--- src/hdl/recursive_mutex_fifo_handoff_macros.svh ---
// Assertion helpers shared by the lock design.
// Each macro expects clk and arst_n to be visible where it is used.
`ifndef RECURSIVE_MUTEX_FIFO_HANDOFF_MACROS_SVH
`define RECURSIVE_MUTEX_FIFO_HANDOFF_MACROS_SVH

// Same-cycle implication.
`define RMFH_ASSERT_IMPL(lbl, ante, cons, msg) \
	lbl: assert property (@(posedge clk) disable iff (!arst_n) (ante) |-> (cons)) \
		else $error(msg);

// Next-cycle implication.
`define RMFH_ASSERT_NEXT(lbl, ante, cons, msg) \
	lbl: assert property (@(posedge clk) disable iff (!arst_n) (ante) |=> (cons)) \
		else $error(msg);

`endif

--- src/hdl/rmfh_pkg.sv ---
package rmfh_pkg;

	// Fixed payload widths
	localparam int OP_W     = 2;
	localparam int TID_W    = 8;
	localparam int STATUS_W = 4;
	localparam int HOLD_W   = 15;

	// Default sizing
	localparam int THREAD_BITS_DEF = 8;
	localparam int QUEUE_DEPTH_DEF = 16;
	localparam int COUNT_BITS_DEF  = 15;

	// Request decoding: the high bit selects release, the low bit a try
	localparam int OP_RELEASE_BIT = 1;
	localparam int OP_TRY_BIT     = 0;

	typedef enum logic [STATUS_W-1:0] {
		ST_NEW       = 4'd0,
		ST_REGRANT   = 4'd1,
		ST_QUEUED    = 4'd2,
		ST_REFUSED   = 4'd3,
		ST_HELD      = 4'd4,
		ST_FREED     = 4'd5,
		ST_HANDOVER  = 4'd6,
		ST_WRONG     = 4'd7,
		ST_FULL      = 4'd8,
		ST_SATURATED = 4'd9
	} rmfh_status_t;

	typedef struct packed {
		logic capture;
		logic execute;
	} rmfh_cmd_t;

	typedef struct packed {
		logic out_full;
	} rmfh_stat_t;

endpackage

--- src/hdl/rmfh_req_if.sv ---
interface rmfh_req_if;
	logic                       valid;
	logic                       ready;
	logic [rmfh_pkg::OP_W-1:0]  op;
	logic [rmfh_pkg::TID_W-1:0] thread_id;

	modport source (output valid, output op, output thread_id, input ready);
	modport sink   (input valid, input op, input thread_id, output ready);
endinterface

--- src/hdl/rmfh_rsp_if.sv ---
interface rmfh_rsp_if;
	logic                          valid;
	logic                          ready;
	logic [rmfh_pkg::STATUS_W-1:0] status;
	logic [rmfh_pkg::TID_W-1:0]    next_owner;
	logic [rmfh_pkg::HOLD_W-1:0]   hold_count;

	modport source (output valid, output status, output next_owner, output hold_count,
		input ready);
	modport sink   (input valid, input status, input next_owner, input hold_count,
		output ready);
endinterface

--- src/hdl/rmfh_ctrl.sv ---
module rmfh_ctrl (
	input  logic                clk,
	input  logic                arst_n,
	input  logic                in_valid,
	output logic                in_ready,
	input  logic                out_ready,
	input  rmfh_pkg::rmfh_stat_t stat,
	output rmfh_pkg::rmfh_cmd_t  cmd
);
	import rmfh_pkg::*;

	typedef enum logic [1:0] {
		S_IDLE = 2'b01,
		S_EXEC = 2'b10
	} state_t;

	state_t state_q;
	state_t state_d;

	assign in_ready    = (state_q == S_IDLE);
	assign cmd.capture = in_valid && (state_q == S_IDLE);
	// decide only when the result register is free or being emptied
	assign cmd.execute = (state_q == S_EXEC) && (!stat.out_full || out_ready);

	always_comb begin
		state_d = state_q;
		case (state_q)
			S_IDLE: begin
				if (cmd.capture) state_d = S_EXEC;
			end
			S_EXEC: begin
				if (cmd.execute) state_d = S_IDLE;
			end
			default: state_d = S_IDLE;
		endcase
	end

	always_ff @(posedge clk or negedge arst_n) begin
		if (!arst_n) state_q <= S_IDLE;
		else         state_q <= state_d;
	end

endmodule

--- src/hdl/rmfh_dpath.sv ---
`include "recursive_mutex_fifo_handoff_macros.svh"

module rmfh_dpath #(
	parameter int THREAD_BITS = rmfh_pkg::THREAD_BITS_DEF,
	parameter int QUEUE_DEPTH = rmfh_pkg::QUEUE_DEPTH_DEF,
	parameter int COUNT_BITS  = rmfh_pkg::COUNT_BITS_DEF
) (
	input  logic                          clk,
	input  logic                          arst_n,
	input  rmfh_pkg::rmfh_cmd_t           cmd,
	output rmfh_pkg::rmfh_stat_t          stat,
	input  logic [rmfh_pkg::OP_W-1:0]     op,
	input  logic [rmfh_pkg::TID_W-1:0]    thread_id,
	output logic                          out_valid,
	input  logic                          out_ready,
	output logic [rmfh_pkg::STATUS_W-1:0] status,
	output logic [rmfh_pkg::TID_W-1:0]    next_owner,
	output logic [rmfh_pkg::HOLD_W-1:0]   hold_count
);
	import rmfh_pkg::*;

	localparam int PTR_BITS  = (QUEUE_DEPTH > 1) ? $clog2(QUEUE_DEPTH) : 1;
	localparam int FILL_BITS = $clog2(QUEUE_DEPTH + 1);
	localparam logic [PTR_BITS-1:0]   LAST_SLOT = PTR_BITS'(QUEUE_DEPTH - 1);
	localparam logic [FILL_BITS-1:0]  FILL_MAX  = FILL_BITS'(QUEUE_DEPTH);
	localparam logic [COUNT_BITS-1:0] COUNT_MAX = '1;
	localparam logic [COUNT_BITS-1:0] COUNT_ONE = COUNT_BITS'(1);

	// Request registers
	logic [OP_W-1:0]        op_q;
	logic [THREAD_BITS-1:0] tid_q;

	// Lock state
	logic                   owner_valid_q;
	logic [THREAD_BITS-1:0] owner_q;
	logic [COUNT_BITS-1:0]  holds_q;
	logic [PTR_BITS-1:0]    head_q;
	logic [PTR_BITS-1:0]    tail_q;
	logic [FILL_BITS-1:0]   fill_q;

	// Waiter queue
	logic [THREAD_BITS-1:0] queue_mem [QUEUE_DEPTH];
	logic [THREAD_BITS-1:0] head_rd_q;

	// Result register
	logic                   out_valid_q;
	rmfh_status_t           status_q;
	logic [TID_W-1:0]       next_owner_q;
	logic [HOLD_W-1:0]      hold_q;

	// Decision
	logic                   valid_d;
	logic [THREAD_BITS-1:0] owner_d;
	logic [COUNT_BITS-1:0]  holds_d;
	rmfh_status_t           status_d;
	logic [THREAD_BITS-1:0] wake_d;
	logic                   push;
	logic                   pop;

	always_comb begin
		valid_d  = owner_valid_q;
		owner_d  = owner_q;
		holds_d  = holds_q;
		status_d = ST_NEW;
		wake_d   = '0;
		push     = 1'b0;
		pop      = 1'b0;
		if (op_q[OP_RELEASE_BIT]) begin
			if (!owner_valid_q || owner_q != tid_q) begin
				status_d = ST_WRONG;
			end else if (holds_q > COUNT_ONE) begin
				holds_d  = holds_q - COUNT_ONE;
				status_d = ST_HELD;
			end else if (fill_q == '0) begin
				valid_d  = 1'b0;
				owner_d  = '0;
				holds_d  = '0;
				status_d = ST_FREED;
			end else begin
				pop      = 1'b1;
				owner_d  = head_rd_q;
				holds_d  = COUNT_ONE;
				wake_d   = head_rd_q;
				status_d = ST_HANDOVER;
			end
		end else if (!owner_valid_q) begin
			valid_d  = 1'b1;
			owner_d  = tid_q;
			holds_d  = COUNT_ONE;
			status_d = ST_NEW;
		end else if (owner_q == tid_q) begin
			if (holds_q == COUNT_MAX) begin
				status_d = ST_SATURATED;
			end else begin
				holds_d  = holds_q + COUNT_ONE;
				status_d = ST_REGRANT;
			end
		end else if (op_q[OP_TRY_BIT]) begin
			status_d = ST_REFUSED;
		end else if (fill_q >= FILL_MAX) begin
			status_d = ST_FULL;
		end else begin
			push     = 1'b1;
			status_d = ST_QUEUED;
		end
	end

	// Capture the request, fetch the oldest waiter and write a queued waiter
	always_ff @(posedge clk) begin
		if (cmd.capture) begin
			op_q      <= op;
			tid_q     <= THREAD_BITS'(thread_id);
			head_rd_q <= queue_mem[head_q];
		end
		if (cmd.execute && push) queue_mem[tail_q] <= tid_q;
	end

	always_ff @(posedge clk) begin
		if (cmd.execute) begin
			status_q     <= status_d;
			next_owner_q <= TID_W'(wake_d);
			hold_q       <= valid_d ? HOLD_W'(holds_d) : '0;
		end
	end

	always_ff @(posedge clk or negedge arst_n) begin
		if (!arst_n) begin
			owner_valid_q <= 1'b0;
			owner_q       <= '0;
			holds_q       <= '0;
			head_q        <= '0;
			tail_q        <= '0;
			fill_q        <= '0;
			out_valid_q   <= 1'b0;
		end else begin
			if (cmd.execute) begin
				owner_valid_q <= valid_d;
				owner_q       <= owner_d;
				holds_q       <= holds_d;
				if (push) begin
					tail_q <= (tail_q == LAST_SLOT) ? '0 : tail_q + PTR_BITS'(1);
					fill_q <= fill_q + FILL_BITS'(1);
				end
				if (pop) begin
					head_q <= (head_q == LAST_SLOT) ? '0 : head_q + PTR_BITS'(1);
					fill_q <= fill_q - FILL_BITS'(1);
				end
				out_valid_q <= 1'b1;
			end else if (out_ready) begin
				out_valid_q <= 1'b0;
			end
		end
	end

	assign stat.out_full = out_valid_q;
	assign out_valid     = out_valid_q;
	assign status        = status_q;
	assign next_owner    = next_owner_q;
	assign hold_count    = hold_q;

	`RMFH_ASSERT_IMPL(a_fill_bound, 1'b1, fill_q <= FILL_MAX, "waiter count beyond depth")
	`RMFH_ASSERT_IMPL(a_free_no_holds, !owner_valid_q, holds_q == '0 && owner_q == '0,
		"free lock carries an owner or a count")
	`RMFH_ASSERT_IMPL(a_owner_holds, owner_valid_q, holds_q != '0, "owned lock with zero count")
	`RMFH_ASSERT_NEXT(a_handover_pop, cmd.execute && pop,
		fill_q == $past(fill_q) - FILL_BITS'(1) && holds_q == COUNT_ONE,
		"handover did not take one waiter")

endmodule

--- src/hdl/recursive_mutex_fifo_handoff.sv ---
// Channel | Dir | Payload                                  | Handshake
// req     | in  | op[1:0], thread_id[7:0]                  | valid/ready
// rsp     | out | status[3:0], next_owner[7:0], hold_count[14:0] | valid/ready
//
// Each request passes two steps: one takes it in and reads the oldest waiter from the
// queue memory, one decides and loads the result register (the registered read sets this).
// Reset clears the owner, the hold count, the queue pointers and fill, and the result
// valid flag; the queue memory and the result payload are left as they are.
// A stalled rsp holds the decision cycle; a new request may be taken while an
// earlier result still waits on rsp.
module recursive_mutex_fifo_handoff #(
	parameter int THREAD_BITS = rmfh_pkg::THREAD_BITS_DEF,
	parameter int QUEUE_DEPTH = rmfh_pkg::QUEUE_DEPTH_DEF,
	parameter int COUNT_BITS  = rmfh_pkg::COUNT_BITS_DEF
) (
	input logic       clk,
	input logic       arst_n,
	rmfh_req_if.sink  req,
	rmfh_rsp_if.source rsp
);
	import rmfh_pkg::*;

	// Commands and status between controller and datapath
	rmfh_cmd_t  cmd;
	rmfh_stat_t stat;

	// Sequence each item: accept, then decide once the result register is free or being emptied
	rmfh_ctrl u_ctrl (
		.clk       (clk),
		.arst_n    (arst_n),
		.in_valid  (req.valid),
		.in_ready  (req.ready),
		.out_ready (rsp.ready),
		.stat      (stat),
		.cmd       (cmd)
	);

	// Hold the lock state, the waiter queue and the result register
	rmfh_dpath #(
		.THREAD_BITS (THREAD_BITS),
		.QUEUE_DEPTH (QUEUE_DEPTH),
		.COUNT_BITS  (COUNT_BITS)
	) u_dpath (
		.clk        (clk),
		.arst_n     (arst_n),
		.cmd        (cmd),
		.stat       (stat),
		.op         (req.op),
		.thread_id  (req.thread_id),
		.out_valid  (rsp.valid),
		.out_ready  (rsp.ready),
		.status     (rsp.status),
		.next_owner (rsp.next_owner),
		.hold_count (rsp.hold_count)
	);

endmodule
--- src/flat_wrapper.sv ---
// flat-port wrapper written by rule: the top's interface ports become plain ports
module recursive_mutex_fifo_handoff_flat import rmfh_pkg::*;
#(
	parameter int THREAD_BITS = rmfh_pkg::THREAD_BITS_DEF,
	parameter int QUEUE_DEPTH = rmfh_pkg::QUEUE_DEPTH_DEF,
	parameter int COUNT_BITS  = rmfh_pkg::COUNT_BITS_DEF
)
  (clk, arst_n, req_valid, req_op, req_thread_id, req_ready, rsp_valid, rsp_status, rsp_next_owner, rsp_hold_count, rsp_ready);
  rmfh_req_if req_i ();
  rmfh_rsp_if rsp_i ();
  input logic clk;
  input logic arst_n;
  input wire logic [$bits(req_i.valid)-1:0] req_valid;
  input wire logic [$bits(req_i.op)-1:0] req_op;
  input wire logic [$bits(req_i.thread_id)-1:0] req_thread_id;
  output wire logic [$bits(req_i.ready)-1:0] req_ready;
  output wire logic [$bits(rsp_i.valid)-1:0] rsp_valid;
  output wire logic [$bits(rsp_i.status)-1:0] rsp_status;
  output wire logic [$bits(rsp_i.next_owner)-1:0] rsp_next_owner;
  output wire logic [$bits(rsp_i.hold_count)-1:0] rsp_hold_count;
  input wire logic [$bits(rsp_i.ready)-1:0] rsp_ready;
  assign req_i.valid = req_valid;
  assign req_i.op = req_op;
  assign req_i.thread_id = req_thread_id;
  assign req_ready = req_i.ready;
  assign rsp_valid = rsp_i.valid;
  assign rsp_status = rsp_i.status;
  assign rsp_next_owner = rsp_i.next_owner;
  assign rsp_hold_count = rsp_i.hold_count;
  assign rsp_i.ready = rsp_ready;
  recursive_mutex_fifo_handoff #(.THREAD_BITS(THREAD_BITS), .QUEUE_DEPTH(QUEUE_DEPTH), .COUNT_BITS(COUNT_BITS)) u_core (.clk(clk), .arst_n(arst_n), .req(req_i), .rsp(rsp_i));
endmodule
--- config.mk ---
export PLATFORM = sky130hd
export DESIGN_NAME = recursive_mutex_fifo_handoff_flat
export DESIGN_NICKNAME = d
export VERILOG_FILES = /design/src/hdl/rmfh_pkg.sv /design/src/hdl/rmfh_req_if.sv /design/src/hdl/rmfh_rsp_if.sv /design/src/hdl/rmfh_ctrl.sv /design/src/hdl/rmfh_dpath.sv /design/src/hdl/recursive_mutex_fifo_handoff.sv /design/src/flat_wrapper.sv
export VERILOG_INCLUDE_DIRS = /design/src /design/src/hdl
export SDC_FILE = /design/constraint.sdc
export NUM_CORES = 1
export LEC_CHECK = 0
export BUFFER_PORTS_ARGS = -buffer_cell sky130_fd_sc_hd__buf_2
export CORE_MARGIN = 10
export CORE_UTILIZATION = 30
export DETAILED_ROUTE_END_ITERATION = 7
export PLACE_DENSITY = 0.42
export SKIP_LAST_GASP = 1
export SLEW_MARGIN = 25
export SYNTH_ARGS = -nofsm -noshare
export SYNTH_HDL_FRONTEND = slang
export SYNTH_SLANG_ARGS = --single-unit
--- constraint.sdc ---
create_clock -name clk -period 4.4 [get_ports clk]
set_clock_uncertainty 0.05 [all_clocks]
set_input_delay 0.44 -clock clk [delete_from_list [all_inputs] [get_ports clk]]
set_output_delay 0.44 -clock clk [all_outputs]
set_load 0.05 [all_outputs]
==> out/qor.yml, run 1 <==
worst_setup_path:
  end_kind: "register"
  path_delay_family: "simple AND/OR/NAND/NOR gates"
  startpoint: "u_core.u_dpath.tid_q[0]$_DFFE_PP_"
  path_depth: 11
  r2r_slack_ns: 0.97
  max_stage_delay_ns: 0.65
  crit_fanout: 18
  worstSetupPathType: "reg2reg"
  path_cells: "xnor2_1 > nand4_1 > nor4_4 > nand2_4 > xnor2_1 > ha_1 > or3_1 > a21oi_1 > nor4_1 > a211oi_2 > xor2_1"
  r2r-start: "u_core.u_dpath.tid_q[0]$_DFFE_PP_"
  rr_endpoint: "u_core.u_dpath.fill_q[4]$_DFFE_PN0P_"
  start_kind: "register"
  crit_buf_inv: 0
  ff2ff_path_depth: 11
  cpMostUsedCell: "xnor2_1"
  worstPathRequired_ns: 4.80
  crit_slowest_cell: "edfxtp_1"
  crit_arrival_ns: 3.83
place:
  io_buffers: 42
  dp_hpwl_um: 17700
  gp_congestion: 0.910
power:
  leakage_nw: 3.86
  ir_drop_mv: 0.250
  power_density_mw_per_mm2: 455
  total_power_mw: 5.11
cts:
  path_clk_slew_ns: 0.06
  cts_tree: "yes"
  cts.repair.resized: 0
  cts_sinks: 213
  cts-buffers-inserted: 24
  clk_latency_ns: 0.53
  cts_setup_buffers: 0
  ctsHoldBuffers: 1
  root_buffer: "clkbuf_16"
  htreeDepth: 1
  clockBufferDepth: 3
timing:
  maxSlewHeadroom_pct: 35.1
  rsz0062_at_grt: "false"
  tns_ns: 0
  tightest_slew_ns: 0.973
  hold_viol_final: 0
  setup_violations: 0
  period_share_pct: 78.0
  drv_slew: 0
  finalCriticalPeriod_ns: 3.43
  clock.fmax_mhz: 292
run:
  cap_violations: 0
routing:
  wl_um: 26700
  drc: 0
  vias: 6022
  drt_iter0_drc: 563
  antenna_left: 0
  viasPerCell: 5.17
  wl_per_cell_um: 22.9
  first_pass_iters: 5
grt:
  antenna_found_initial: 0
  grt_start_max_net_pins: 41
  grtUsageMet1_pct: 17.6
  globalRouteMet2Util_pct: 21.3
  grt_use_met3_pct: 2.10
  grt_usage_pct: 13.1
  overflow: 0
  grt_busiest_layer: "met2"
  grt_pass1_wl_um: 40700
  grt_pass1_vias: 6319
synthesis:
  ys_ff_latch: 213
  syn-num-nets: 687
  syn_avg_cell_area_um2: 14.9
  synth_area_mm2: 0.00986
  postSynthCellCount: 663
  synth_cell_types: 85
  synth-async-reset-ratio_pct: 18.8
  synth_seq_area_share_pct: 62.8
  ys.warnings.count: 0
  synthFlopType: "edfxtp_1"
  synth_edf_count: 173
die:
  die_h_um: 201
  dieArea_mm2: 0.0405
  die_w_um: 201
  initial_utilization_pct: 30.4
  rows: 66
  core_area_mm2: 0.0325
  io_pins: 43
finish:
  n_antenna_cell: 0
  drive_gt1_share_pct: 25.4
  fillerInstances: 3084
  nNetsFinal: 729
  area_delta_synth_final_pct: 13.9
min_path:
  hp-class: "in2reg"
  hold_start: "req_thread_id[1]"
  hold_depth: 1
  worstHoldEndpoint: "u_core.u_dpath.tid_q[1]$_DFFE_PP_"
status:
  status: "completed"
[synth_stat cells (12+ instances only)]
library cell	n	area share, %
nand2_1	32	1.2
nor2_1	21	0.80
nand3_1	18	0.91
a21oi_1	25	1.3
buf_2	12	0.61
inv_1	14	0.53
clkbuf_1	19	0.72
mux4_2	40	9.1
xnor2_1	15	1.3
o21ai_0	29	1.5
and2_1	20	1.3
nor3_1	18	0.91
edfxtp_1	173	53
dfrtp_1	39	9.9
[per-stage QoR]
step | instance area [um^2] | setup WS, ns | hold slack (ns) | utilization (%) | std cells
after floorplan | 9860 | 1.34 | 0.0944 | - | 663
after global placement | 10500 | 1.05 | 0.440 | 32.4 | 1120
after detailed placement | 10500 | 0.993 | 0.451 | 32.4 | 1120
after CTS | 11200 | 0.973 | 0.00785 | 34.6 | 1165
after global routing | 11200 | 0.624 | 0.0119 | 34.6 | 1165
final | 11200 | 0.970 | 0.0396 | 34.6 | 1165
[report_power, final]
group | switching (mW) | leakage [nW] | internal (mW)
clock network | 0.795 | 0.346 | 1.04
logic | 0.605 | 1.42 | 0.266
registers | 0.130 | 2.10 | 2.28
total | 1.53 | 3.86 | 3.58
[how the worst max path moves through the flow]
| stage | end | slack [ns] |
|---|---|---|
| floorplan | u_core.u_dpath.fill_q[4]$_DFFE_PN0P_ | 1.34 |
| global placement | u_core.u_dpath.fill_q[4]$_DFFE_PN0P_ | 1.05 |
| detailed placement | u_core.u_dpath.fill_q[4]$_DFFE_PN0P_ | 0.99 |
| CTS | u_core.u_dpath.fill_q[4]$_DFFE_PN0P_ | 0.97 |
| global route | u_core.u_dpath.fill_q[4]$_DFFE_PN0P_ | 0.62 |
| finish | u_core.u_dpath.fill_q[4]$_DFFE_PN0P_ | 0.97 |
[layout make-up]
type / instances / area (um^2) / share of cell area (%)
inverters: 16 / 60.1 / 0.535
clock inverters: 13 / 73.8 / 0.657
multi-input cells: 392 / 3370 / 30.0
clock buffers: 31 / 647 / 5.76
flip-flops and latches: 213 / 6200 / 55.2
well taps: 442 / 553 / 4.92
repair buffers: 58 / 333 / 2.96
[cell families after synthesis]
kind of cell	Yosys count	synth area share [%]
DFF	213	62.8
and+or+nand+nor	185	11.5
muxes	51	10.4
xor gates and xnor gates	19	1.69
adders and majority gates	10	1.27
buffers and inverters	58	3.05
AOI/OAI and AO/OA	127	9.22
[state kept, by name, indices dropped and copies added, names as in the netlist]
name                          flops
u_core.u_dpath.queue_mem        128
u_core.u_dpath.fill_q             5
u_core.u_dpath.next_owner         8
u_core.u_dpath.owner_q            8
u_core.u_dpath.head_q             4
u_core.u_ctrl.state_q             2
u_core.u_dpath.tid_q              8
u_core.u_dpath.op_q               2
u_core.u_dpath.holds_q           15
u_core.u_dpath.owner_valid_q      1
u_core.u_dpath.head_rd_q          8
u_core.u_dpath.tail_q             4
u_core.u_dpath.status             4
u_core.u_dpath.hold_count        15
u_core.u_dpath.out_valid          1
[routing by layer]
| layer | wire, um | up-vias |
|---|---|---|
| met3 | 1300 | 37 |
| met1 | 12100 | 3121 |
| met4 | 570 | 0 |
| met2 | 12700 | 153 |
| met5 | 0 | - |
| li1 | - | 2711 |
[layout by cell type (no fill, tap or decap), types with 6 or more instances in the layout]
master     instances
xnor2_1           15
a21oi_1           25
and3_1             9
a21o_1             6
dfrtp_1           37
buf_2             42
nor2_1            21
ha_1              10
o21ai_0           29
and2_1            20
nand3_1           18
nor3_1            18
nor4_1             6
edfxtp_1         173
a31oi_1            6
a211oi_1           9
mux4_2            40
buf_4             15
o2bb2ai_1          8
clkbuf_16         24
inv_1             14
mux2_2            11
clkinv_1           7
and3_2            10
nand4_1            9
nand2_1           32
Note: power is estimated with default switching activity, not from simulation.
==> run 2, diff against run 1 <==
--- a/config.mk
+++ b/config.mk
@@ -10,7 +10,7 @@
 export CORE_MARGIN = 10
 export CORE_UTILIZATION = 30
 export DETAILED_ROUTE_END_ITERATION = 7
-export PLACE_DENSITY = 0.42
+export PLACE_DENSITY = 0.43
 export SKIP_LAST_GASP = 1
 export SLEW_MARGIN = 25
 export SYNTH_ARGS = -nofsm -noshare
==> constraint.sdc (replaced) <==
create_clock -name clk -period 2.8 [get_ports clk]
set_clock_uncertainty 0.05 [all_clocks]
set_input_delay 0.28 -clock clk [delete_from_list [all_inputs] [get_ports clk]]
set_output_delay 0.28 -clock clk [all_outputs]
set_load 0.05 [all_outputs]
==> run 2 against run 1 <==
Via count up 2.1%. Cell count up 5.2%. Routed wire length down 2.2%. Maximum frequency up 28%. Design area up 5.7%. Die area unchanged. Critical path type unchanged. Register-to-register slack worse by 0.85 ns. Combinational power up 85%. Count of clock-buffer cells in the layout up 3. Worst setup slack worse by 0.85 ns. Power up 72%. Sequential cell count unchanged.
==> out/qor.yml, run 2 (synthesis gave the netlist of run 1 again) <==
status:
  status: "completed"  # unchanged
timing:
  hold_viol_final: 0  # unchanged
  tns_ns: 0  # unchanged
  clock.fmax_mhz: 373  # was 292 MHz
  period_share_pct: 95.8  # was 78.0%
  tightest_slew_ns: 0.711  # was 0.973 ns
  finalCriticalPeriod_ns: 2.68  # was 3.43 ns
  setup_violations: 0  # unchanged
  drv_slew: 0  # unchanged
  rsz0062_at_grt: "true"  # was false
  maxSlewHeadroom_pct: 52.6  # was 35.1%
die:
  initial_utilization_pct: 30.4  # unchanged
  rows: 66  # unchanged
  io_pins: 43  # unchanged
  dieArea_mm2: 0.0405  # unchanged
  die_h_um: 201  # unchanged
  core_area_mm2: 0.0325  # unchanged
  die_w_um: 201  # unchanged
power:
  power_density_mw_per_mm2: 740  # was 455 mW/mm^2
  leakage_nw: 4.22  # was 3.86 nW
  ir_drop_mv: 0.384  # was 0.250 mV
worst_setup_path:
  crit_buf_inv: 2  # was 0
  cpMostUsedCell: "buf_4"  # was xnor2_1
  path_cells: "nor2_1 > nand3_1 > buf_4 > nor2_2 > buf_4 > a31oi_4 > nor2_8 > mux2_2"  # was xnor2_1 > nand4_1 > nor4_4 > nand2_4 > xnor2_1 > ha_1 > or3_1 > a21oi_1 > nor4_1 > a211oi_2 > xor2_1
  worstPathRequired_ns: 3.17  # was 4.80 ns
  crit_arrival_ns: 3.05  # was 3.83 ns
  crit_slowest_cell: "dfrtp_1"  # was edfxtp_1
  path_delay_family: "simple AND/OR/NAND/NOR gates"  # unchanged
  worstSetupPathType: "reg2reg"  # unchanged
  end_kind: "register"  # unchanged
  max_stage_delay_ns: 0.45  # was 0.65 ns
  start_kind: "register"  # unchanged
  crit_fanout: 9  # was 18
routing:
  antenna_left: 0  # unchanged
  viasPerCell: 5.02  # was 5.17
  vias: 6150  # was 6022
  first_pass_iters: 4  # was 5
  drt_iter0_drc: 319  # was 563
  wl_um: 26100  # was 26700 um
  drc: 0  # unchanged
  wl_per_cell_um: 21.3  # was 22.9 um
grt:
  grt_busiest_layer: "met2"  # unchanged
  overflow: 0  # unchanged
  grt_usage_pct: 12.7  # was 13.1%
  grt_start_max_net_pins: 36  # was 41
  grt_use_met3_pct: 2.23  # was 2.10%
  globalRouteMet2Util_pct: 20.9  # was 21.3%
  grt_pass1_wl_um: 40800  # was 40700 um
  grt_pass1_vias: 6537  # was 6319
  antenna_found_initial: 0  # unchanged
  grtUsageMet1_pct: 17.0  # was 17.6%
cts:
  cts_sinks: 213  # unchanged
  cts-buffers-inserted: 26  # was 24
  root_buffer: "clkbuf_16"  # unchanged
  clk_latency_ns: 0.54  # was 0.53 ns
  cts_tree: "yes"  # unchanged
  htreeDepth: 1  # unchanged
  clockBufferDepth: 3  # unchanged
  path_clk_slew_ns: 0.06  # about the same
min_path:
  hp-class: "in2async"  # was in2reg
place:
  placedCellCount: 1165  # was 1120
  gp_congestion: 0.848  # was 0.910
  io_buffers: 42  # unchanged
  dp_hpwl_um: 18600  # was 17700 um
finish:
  drive_gt1_share_pct: 30.4  # was 25.4%
  final_common_cell: "edfxtp_1"  # unchanged
  largest_reg_flops: 128  # unchanged
  layout_common_cells: "edfxtp_1, buf_4, buf_2"  # was edfxtp_1, buf_2, mux4_2
  nNetsFinal: 787  # was 729
  fillerInstances: 3085  # was 3084
  n_antenna_cell: 0  # unchanged
  finalNonFillerCells: 1225  # was 1165
  area_delta_synth_final_pct: 20.5  # was 13.9%
  top_register: "u_core.u_dpath.queue_mem"  # unchanged
run:
  cap_violations: 0  # unchanged
[run 2: final cells by class]
class / instances / area (um^2) / area share, %
Timing Repair Buffer: 114 / 793 / 6.68
Inverter: 16 / 60.1 / 0.506
Clock buffer: 34 / 722 / 6.08
Tap cell: 442 / 553 / 4.66
Multi-Input combinational cell: 392 / 3370 / 28.4
Sequential cell: 213 / 6200 / 52.2
Clock inverter: 14 / 179 / 1.51
[run 2: where the power goes]
group	switching, mW	internal (mW)
registers	0.116	3.59
logic	1.08	0.534
clock network	1.30	2.18
[run 2: path summary, 6_finish.rpt]
path | startpoint | to | slack, ns | depth (start not counted)
hold / removal | arst_n | u_core.u_dpath.holds_q[6]$_DFFE_PN0P_ | 0.26 | 2
hold reg to reg | u_core.u_ctrl.state_q[1]$_DFFE_PN0P_ | u_core.u_dpath.out_valid$_DFFE_PN0P_ | 0.47 | 2
max in group asynchronous | arst_n | u_core.u_ctrl.state_q[0]$_DFFE_PN1P_ | 1.78 | 3
setup / recovery | u_core.u_dpath.holds_q[7]$_DFFE_PN0P_ | u_core.u_dpath.owner_q[0]$_DFFE_PN0P_ | 0.12 | 8
min in group clk | req_valid | u_core.u_dpath.op_q[0]$_DFFE_PP_ | 0.34 | 3
setup reg to reg | u_core.u_dpath.holds_q[7]$_DFFE_PN0P_ | u_core.u_dpath.owner_q[0]$_DFFE_PN0P_ | 0.12 | 8
[run 2: metrics by stage]
stage               cell area [um^2]  power (mW)  hold WS [ns]  utilization [%]  setup WS, ns
floorplan                       9860        4.80       -0.0656                -        -0.157
global placement               10900        5.35         0.283             33.5         0.129
detailed placement             10900        5.36         0.286             33.5         0.139
CTS                            11900        8.89         0.259             36.6         0.108
global route                   11900        9.16         0.319             36.6       -0.0424
finish                         11900        8.79         0.261             36.6         0.117
[run 2: what timing repair did]
item	CTS	global route
gates resized for setup	0	1
setup buffers	0	0
hold buffers	12	0
endpoints found under the setup margin	0	18
endpoints found under the hold margin	31	0
[run 2: layer usage]
layer  routed length [um]  vias to the layer above  share of wire (%)
li1                     -                     2818                  -
met1                12100                     3170                 46
met2                12400                      128                 48
met3                 1120                       34                4.3
met4                  467                        0                1.8
met5                    0                        -                  0
[run 2: worst reg2reg max path: stages, from the launching register on]
cell and delay, ns:
dfrtp_1 0.45, nor2_1 0.27, nand3_1 0.25, buf_4 0.22, nor2_2 0.42, buf_4 0.23
a31oi_4 0.11, nor2_8 0.20, mux2_2 0.36
==> run 3, diff against run 2 <==
--- a/config.mk
+++ b/config.mk
@@ -6,9 +6,11 @@
 export SDC_FILE = /design/constraint.sdc
 export NUM_CORES = 1
 export LEC_CHECK = 0
+export ABC_AREA = 1
 export BUFFER_PORTS_ARGS = -buffer_cell sky130_fd_sc_hd__buf_2
 export CORE_MARGIN = 10
 export CORE_UTILIZATION = 30
+export CTS_BUF_LIST = sky130_fd_sc_hd__clkbuf_4 sky130_fd_sc_hd__clkbuf_8 sky130_fd_sc_hd__clkbuf_16
 export DETAILED_ROUTE_END_ITERATION = 7
 export PLACE_DENSITY = 0.43
 export SKIP_LAST_GASP = 1
==> run 3 against run 2 <==
Worst setup slack better by 0.14 ns. Critical path depth is 5 higher. Non-clock buffer count is 27 lower. Power is 3.6% higher. Design area is 0.17% lower. Global-route usage is 0.26 points lower. Via count is 12% higher. Clock power is 2% higher. Die area is 1.2% higher.
==> out/qor.yml, run 3 <==
synthesis:
  synth_common_cells: "edfxtp_1, nand2_1, nor2_1"  # was edfxtp_1, mux4_2, dfrtp_1
  synth_seq_area_share_pct: 62.0  # was 62.8%
  syn-num-nets: 963  # was 687
  syn_avg_cell_area_um2: 10.6  # was 14.9 um^2
  synth.most_common_cell: "edfxtp_1"  # unchanged
  ys.warnings.count: 0  # unchanged
  yosys.area.top_type: "edfxtp_1"  # unchanged
  postSynthCellCount: 939  # was 663
  synth_edf_count: 173  # unchanged
  synth-async-reset-ratio_pct: 18.8  # unchanged
  synthFlopType: "edfxtp_1"  # unchanged
  synth_area_leaders: "edfxtp_1, dfrtp_1, nand2_1"  # was edfxtp_1, dfrtp_1, mux4_2
  synth_area_mm2: 0.00999  # was 0.00986 mm^2
  synth_cell_types: 51  # was 85
  synth_top_area_share_pct: 52.0  # was 52.7%
  ys_ff_latch: 213  # unchanged
timing:
  maxSlewHeadroom_pct: 41.9  # was 52.6%
  finalWorstSetupSlack_ns: 0.256  # was 0.117 ns
  period_share_pct: 90.9  # was 95.8%
  setup_violations: 0  # unchanged
  tightest_slew_ns: 0.868  # was 0.711 ns
  rsz0062_at_grt: "false"  # was true
  tns_ns: 0  # unchanged
  finalCriticalPeriod_ns: 2.54  # was 2.68 ns
  clock.fmax_mhz: 393  # was 373 MHz
  drv_slew: 0  # unchanged
  hold_viol_final: 0  # unchanged
cts:
  cts_sinks: 213  # unchanged
  htreeDepth: 1  # unchanged
  cts-buffers-inserted: 25  # was 26
  cts_tree: "yes"  # unchanged
  cts_setup_buffers: 0  # unchanged
  root_buffer: "clkbuf_16"  # unchanged
  clockBufferDepth: 3  # unchanged
  path_clk_slew_ns: 0.06  # about the same
  clk_latency_ns: 0.54  # about the same
grt:
  grt_usage_pct: 12.5  # was 12.7%
  grt_pass1_wl_um: 40700  # was 40800 um
  grt_pass1_vias: 6960  # was 6537
  grt_start_max_net_pins: 52  # was 36
  overflow: 0  # unchanged
  antenna_found_initial: 0  # unchanged
power:
  power_density_mw_per_mm2: 768  # was 740 mW/mm^2
  ir_drop_mv: 0.467  # was 0.384 mV
  leakage_nw: 4.43  # was 4.22 nW
place:
  io_buffers: 42  # unchanged
  dp_slack_ns: 0.210  # was 0.139 ns
  gp_congestion: 0.877  # was 0.848
  dp_hpwl_um: 17500  # was 18600 um
  place_area_mm2: 0.0108  # was 0.0109 mm^2
die:
  initial_utilization_pct: 30.5  # was 30.4%
  core_area_mm2: 0.0327  # was 0.0325 mm^2
  die_w_um: 202  # was 201 um
  die_h_um: 202  # was 201 um
  io_pins: 43  # unchanged
  rows: 66  # unchanged
  dieArea_mm2: 0.0410  # was 0.0405 mm^2
worst_setup_path:
  path_delay_family: "simple AND/OR/NAND/NOR gates"  # unchanged
  max_stage_delay_ns: 0.64  # was 0.45 ns
  start_kind: "register"  # unchanged
  crit_fanout: 8  # was 9
  end_kind: "register"  # unchanged
  cpMostUsedCell: "nand2_1"  # was buf_4
  crit_slowest_cell: "nor2_1"  # was dfrtp_1
  crit_buf_inv: 4  # was 2
  path_cells: "inv_1 > nand2_1 > nand2_1 > inv_1 > nand2_1 > nor2_4 > nand2_1 > nand2_1 > inv_1 > nand2_1 > inv_2 > nand2_1 > nor2_1"  # was nor2_1 > nand3_1 > buf_4 > nor2_2 > buf_4 > a31oi_4 > nor2_8 > mux2_2
  worstSetupPathType: "reg2reg"  # unchanged
  worstPathRequired_ns: 2.91  # was 3.17 ns
  crit_arrival_ns: 2.65  # was 3.05 ns
run:
  cap_violations: 0  # unchanged
finish:
  fillerInstances: 3332  # was 3085
  nNetsFinal: 1038  # was 787
  fin_area_mm2: 0.0119  # about the same
  largest_reg_flops: 128  # unchanged
  final_common_cell: "edfxtp_1"  # unchanged
  final_util_pct: 36.3  # was 36.6%
  top_register: "u_core.u_dpath.queue_mem"  # unchanged
  n_antenna_cell: 0  # unchanged
  layout_common_cells: "edfxtp_1, nand2_1, nor2_1"  # was edfxtp_1, buf_4, buf_2
  area_delta_synth_final_pct: 18.7  # was 20.5%
  drive_gt1_share_pct: 18.3  # was 30.4%
routing:
  viasPerCell: 4.65  # was 5.02
  drt_iter0_drc: 464  # was 319
  wl_per_cell_um: 17.4  # was 21.3 um
  drc: 0  # unchanged
  antenna_left: 0  # unchanged
  vias: 6859  # was 6150
  wl_um: 25700  # was 26100 um
  first_pass_iters: 5  # was 4
status:
  status: "completed"  # unchanged
min_path:
  hp-class: "in2async"  # unchanged
-- run 3: cell count changes after synthesis, sizes merged, moves of 14 or more --
cell / change
nand3: +32
o21ai: +39
nor3: -14
mux4: -40
o32ai: +18
nand2: +133
inv: +75
and3: -19
nor2: +134
and2: -17
-- run 3: final cells by class --
| type | instances | area (um^2) | area share (%) |
|---|---|---|---|
| multi-input combinational | 594 | 3240 | 27.3 |
| clock inverter | 14 | 205 | 1.73 |
| tap | 442 | 553 | 4.66 |
| timing repair buffer | 87 | 603 | 5.09 |
| inverter | 93 | 354 | 2.99 |
| clock buffer | 32 | 703 | 5.93 |
| sequential | 213 | 6200 | 52.3 |
-- run 3: metal layers --
metal  global-route usage (%)  vias to the layer above  wire (um)
met1                     17.1                     3282      12300
met3                     1.70                       36        937
met5                        0                        -          0
met2                     20.2                      125      11900
li1                         -                     3416          -
met4                     3.54                        0        579
-- run 3: logic make-up after synthesis --
kind of cell | share of synthesized area (%)
fa+ha+maj | 1.25
xor+xnor | 1.40
mux | 1.42
compound gates | 9.92
buf+inv | 5.62
simple gates | 18.3
flops | 62.0
-- run 3: final timing paths --
path / start / endpoint / slack (ns) / depth (start not counted)
max in group asynchronous: arst_n / u_core.u_dpath.holds_q[9]$_DFFE_PN0P_ / 1.76 / 3
min in group clk: req_valid / u_core.u_ctrl.state_q[0]$_DFFE_PN1P_ / 0.28 / 4
hold / removal: arst_n / u_core.u_dpath.owner_q[6]$_DFFE_PN0P_ / 0.28 / 2
hold reg to reg: u_core.u_ctrl.state_q[1]$_DFFE_PN0P_ / u_core.u_ctrl.state_q[0]$_DFFE_PN1P_ / 0.45 / 1
setup reg to reg: u_core.u_dpath.tid_q[3]$_DFFE_PP_ / u_core.u_dpath.queue_mem[1][0]$_DFFE_PP_ / 0.26 / 13
setup / recovery: u_core.u_dpath.tid_q[3]$_DFFE_PP_ / u_core.u_dpath.queue_mem[1][0]$_DFFE_PP_ / 0.26 / 13
-- run 3: power breakdown --
| group | internal (mW) | switching [mW] | total [mW] |
|---|---|---|---|
| sequential | 3.71 | 0.325 | 4.03 |
| combinational | 0.495 | 1.04 | 1.54 |
| clock | 2.23 | 1.30 | 3.54 |
| total | 6.44 | 2.67 | 9.11 |
-- run 3: timing repair --
action	in CTS	in global routing
endpoints found under the setup margin	0	16
hold buffers	12	0
resized for setup	0	2
hold endpoints to repair	33	0
-- run 3: through the flow --
stage / std cells / hold WS, ns / total power [mW]
after global routing: 1475 / 0.331 / 9.61
after detailed placement: 1417 / 0.318 / 5.62
after CTS: 1475 / 0.279 / 9.21
after global placement: 1417 / 0.317 / 5.62
after floorplan: 939 / -0.0656 / 5.19
final: 1475 / 0.282 / 9.11
